$ cat src/rtl/core/trse_pkg.sv
// shared types, codes and constants of the tagged record store engine
`default_nettype none
package trse_pkg;

	localparam int DEF_COPY_BYTES = 512;

	localparam logic [31:0] HEAD_SIG = 32'h5a2d2fa5;
	localparam logic [31:0] SUM_SIG  = 32'ha3041767;
	localparam logic [31:0] TAIL_SIG = 32'hdd28bf64;

	typedef enum logic [2:0] {
		OP_RAW_WRITE = 3'd0,
		OP_RAW_READ  = 3'd1,
		OP_VALIDATE  = 3'd2,
		OP_RESET     = 3'd3,
		OP_SET_BEGIN = 3'd4,
		OP_SET_DATA  = 3'd5
	} op_t;

	typedef enum logic [2:0] {
		ST_OK       = 3'd0,
		ST_BAD_TAG  = 3'd1,
		ST_NO_SPACE = 3'd2,
		ST_EMPTIED  = 3'd3,
		ST_SEQ_ERR  = 3'd4
	} status_t;

	typedef enum logic [1:0] {
		FROM_FIRST  = 2'd0,
		FROM_SECOND = 2'd1,
		FROM_NONE   = 2'd2
	} from_t;

	typedef enum logic [2:0] {
		SUM_HOLD,
		SUM_LOAD_ZERO,
		SUM_LOAD_SIG,
		SUM_ADD,
		SUM_SUB
	} sum_op_t;

	typedef struct packed {
		sum_op_t    op;
		logic [1:0] lane;
		logic [7:0] data;
	} sum_ctrl_t;

	typedef enum logic [4:0] {
		S_IDLE, S_MOD, S_RAW, S_RAW_WAIT,
		S_V_RD, S_V_CHK, S_V_DEC,
		S_CLR, S_HDR0, S_HDR1, S_SD,
		S_SC_TOP, S_SC_TAG, S_SC_LEN, S_MV_RD, S_MV_WR, S_SB_END,
		S_SEAL_HEAD, S_SUM_RD, S_SUM_ACC, S_SEAL_SUM, S_SEAL_TAIL,
		S_CP_RD, S_CP_WR, S_FIN, S_DONE
	} state_t;

	function automatic logic [7:0] sig_byte(input logic [31:0] w, input logic [1:0] k);
		return w[{k, 3'b000} +: 8];
	endfunction

endpackage
`default_nettype wire

$ cat src/rtl/core/trse_sum.sv
// shared 32-bit checksum accumulator, one byte lane per cycle
`default_nettype none
module trse_sum import trse_pkg::*; (
	input  wire logic      clk,
	input  wire logic      arst_n,
	input  wire sum_ctrl_t ctrl,
	output logic [31:0]    acc
);
	logic [31:0] acc_q;
	logic [31:0] term;

	assign term = {24'b0, ctrl.data} << {ctrl.lane, 3'b000};
	assign acc = acc_q;

	always_ff @(posedge clk or negedge arst_n) begin
		if (!arst_n) begin
			acc_q <= '0;
		end else begin
			case (ctrl.op)
				SUM_LOAD_ZERO: acc_q <= '0;
				SUM_LOAD_SIG:  acc_q <= SUM_SIG;
				SUM_ADD:       acc_q <= acc_q + term;
				SUM_SUB:       acc_q <= acc_q - term;
				default:       acc_q <= acc_q;
			endcase
		end
	end
endmodule
`default_nettype wire

$ cat config.mk
export PLATFORM = sky130hd
export DESIGN_NAME = trse_sum
export DESIGN_NICKNAME = d
export VERILOG_FILES = /design/src/rtl/core/trse_pkg.sv /design/src/rtl/core/trse_sum.sv
export SDC_FILE = /design/constraint.sdc
export NUM_CORES = 1
export LEC_CHECK = 0
export BUFFER_PORTS_ARGS = -buffer_cell sky130_fd_sc_hd__buf_2
export CORE_MARGIN = 2
export CORE_UTILIZATION = 60
export CTS_CLUSTER_SIZE = 16
export DETAILED_ROUTE_END_ITERATION = 7
export PLACE_DENSITY = 0.82
export REMOVE_ABC_BUFFERS = 1
export SETUP_SLACK_MARGIN = 0.05
export SLEW_MARGIN = 30
export SYNTH_ARGS = -nofsm -noshare
export SYNTH_HDL_FRONTEND = slang
export SYNTH_SLANG_ARGS = --single-unit
$ cat constraint.sdc
create_clock -name clk -period 5.6 [get_ports clk]
set_input_delay 0 -clock clk [delete_from_list [all_inputs] [get_ports clk]]
set_output_delay 0 -clock clk [all_outputs]
set_load 0.02 [all_outputs]
==> flow_summary.ini <==
[place]
dp_hpwl_mm = 8.26
gp_congestion = 1.05
placed_area_um2 = 4070
portBuffers = 46

[global_route]
gr-max-usage-layer = met1
met3_usage = 0.0570
grt_util_all_layers = 0.325
grt_remaining_overflow = 0
antenna_found_initial = 0
grt.met1_usage = 0.477
grt_pass1_wl_mm = 18.8
met2_usage = 0.471
grt_max_degree = 33
grt_pass1_vias = 3770

[cts]
cts_root_buf = clkbuf_8
clock-sinks = 32
clock_latency_ps = 290
post_cts_resize_count = 0
cts-buffers-inserted = 5
h-tree-depth = 2
post-cts-setup-buffer-count = 0
clk_pin_slew_ps = 80
cts_tree = done
cts_buffer_depth = 2
hold_buffers = 1

[logic_synthesis]
synthXorXnorAreaFrac = 0.0837
netlist_area_um2 = 3860
synth_fa_ha_area_frac = 0.109
synth_async_sr_flop_share = 1.00
synth_top_family_by_area = compound AO/OA/AOI/OAI gates
synth-simple-area-share = 0.201
ys_types = 68
yosysTopAreaCellShare = 0.208
syn_inst = 511
yosysMostFrequentCell = a21oi_1
synth_top_cell_by_area = dfrtp_1
synthTopCellsByArea = dfrtp_1 (21%), ha_1 (10%), a21oi_1 (8.0%)
synth_edf_count = 0
syn_avg_cell_area_um2 = 7.55
yosys_warnings = 0
muxShareOfSynthArea = 0.00519
ys_seq_area_frac = 0.208
synth_compound_area_frac = 0.341
synth_ff_type = dfrtp_1
synth-seq-cells = 32
ys_top_cells_by_count = a21oi_1 (62), nand2_1 (50), nor2_1 (44)

[drt]
wl_mm = 11.5
ant_nets = 0
drt_iter0_drc = 494
routed-via-count = 4211
drt-vias-per-instance = 6.86
drc = 0
first_pass_iters = 7
wl_per_cell_um = 18.8

[die]
ios = 47
start_util = 0.614
die_h_um = 84.2
std_cell_rows = 29
die_x_um = 84.2
coreArea_um2 = 6280
dieArea_um2 = 7080

[critical_path]
cp.required_ps = 5750
path_class = in -> reg
critPathArrivalTime_ps = 4350
cp_max_fo = 17
startpoint_type = input pin
end_kind = register

[finish]
fin_area_um2 = 4170
fill_cells = 567
fin_nets = 584
antenna_cells = 0
drive_gt1_frac = 0.136
post-route-util = 0.665
largest_reg_flops = 32
area_growth_pct = 8.18

[timing]
whs_ps = 140
drv_slew = 0
clock.fmax_mhz = 238
tightest_slew_ps = 836
period_share = 0.750
fin_crit_ps = 4200
finalSetupViolations = 0
slew_headroom = 0.442
hold_viol = 0
finalSetupTns_ps = 0
finClkSkew_ps = 6.34
rsz0062_at_grt = no

[pwr]
finalPower_mw = 2.05
cellInternalPower_mw = 1.01
p_comb_frac = 0.700
ir_worst_vdd_v = 0.000320
powerDensity_nw_per_um2 = 491
p_switching_mw = 1.04
clock_power_share = 0.096
pwr-share-seq = 0.204
p_sw_frac = 0.506
leakage_nw = 1.92

[hold_path]
hold_class = in -> reg

[run]
maxCapViolCount = 0

[status]
outcome = complete, no violations
[metal layers]
metal	vias to the layer above	routed length [µm]
met2	262	4920
met1	1964	5120
met5	-	0
li1	1932	-
met4	0	412
met3	53	1080
[cell type report]
cell class                 instances  area (µm²)  share of cell area
inverter                          18        67.6              0.0162
clock buffer                       6        82.6              0.0198
sequential                        32         801               0.192
clock inverter                     2        10.0             0.00240
tap                               77        96.3              0.0231
timing repair buffer              49         255              0.0612
multi-input combinational        430        2860               0.685
[critical path: stages]
cell and delay [ps]:
buf_2 200, nor2_1 490, nand2_1 180, ha_1 300, nor2_1 200, nor2_1 70
or3b_2 490, ha_1 350, and4_1 240, nand2_1 60, a21oi_1 70, o41ai_1 750
a311oi_1 290, a311o_1 400, xnor2_1 170, a21oi_1 80
[logic make-up (layout without fill, tap and decap cells)]
logic type,Yosys count,in the layout
flip-flops,32,32
multiplexers,2,2
AO/OA/AOI/OAI,198,198
AND/OR/NAND/NOR,161,161
XOR/XNOR,36,36
adder cells (fa/ha/maj),33,33
buffers and inverters,49,75
[power by group through the flow]
stage / Sequential (mW) / Clock [mW] / Combinational, mW
6_report: 0.419 / 0.196 / 1.43
5_1_grt: 0.432 / 0.205 / 1.57
4_1_cts: 0.416 / 0.198 / 1.41
3_5_place_dp: 0.421 / 0 / 1.39
3_3_place_gp: 0.413 / 0 / 1.37
2_1_floorplan: 0.521 / 0 / 0.954
[stage by stage]
stage / instances / setup slack, ps
detailed placement: 605 / 1210
global route: 614 / 1140
finish: 614 / 1400
global placement: 605 / 1420
CTS: 614 / 1510
floorplan: 480 / 2010
[placed cells by master, fill, tap and decap left out, types with 5 or more instances in the layout]
cell type	n
xor2_1	13
inv_1	18
a21o_1	10
dfrtp_1	32
o211ai_1	8
nand2b_1	11
a21oi_1	62
o2111ai_1	6
nor2b_1	6
a31oi_1	8
o21ai_0	43
nand3_1	7
ha_1	32
and2_1	5
nand2_1	49
buf_2	46
clkbuf_8	6
nor2_1	44
a22o_1	15
and3_1	6
xnor2_1	22
nor3_1	8
[final timing paths]
path	from	end	slack, ps	cells after the start
min in group asynchronous	arst_n	acc[7]	320	2
min reg2reg	acc[16]	acc[16]	530	1
max reg2reg	acc[4]	acc[31]	2370	9
max in group asynchronous	arst_n	acc[18]	4780	2
max	ctrl[8]	acc[31]	1400	16
min	ctrl[10]	acc[29]	140	3
(Power assumes the default switching activity.)
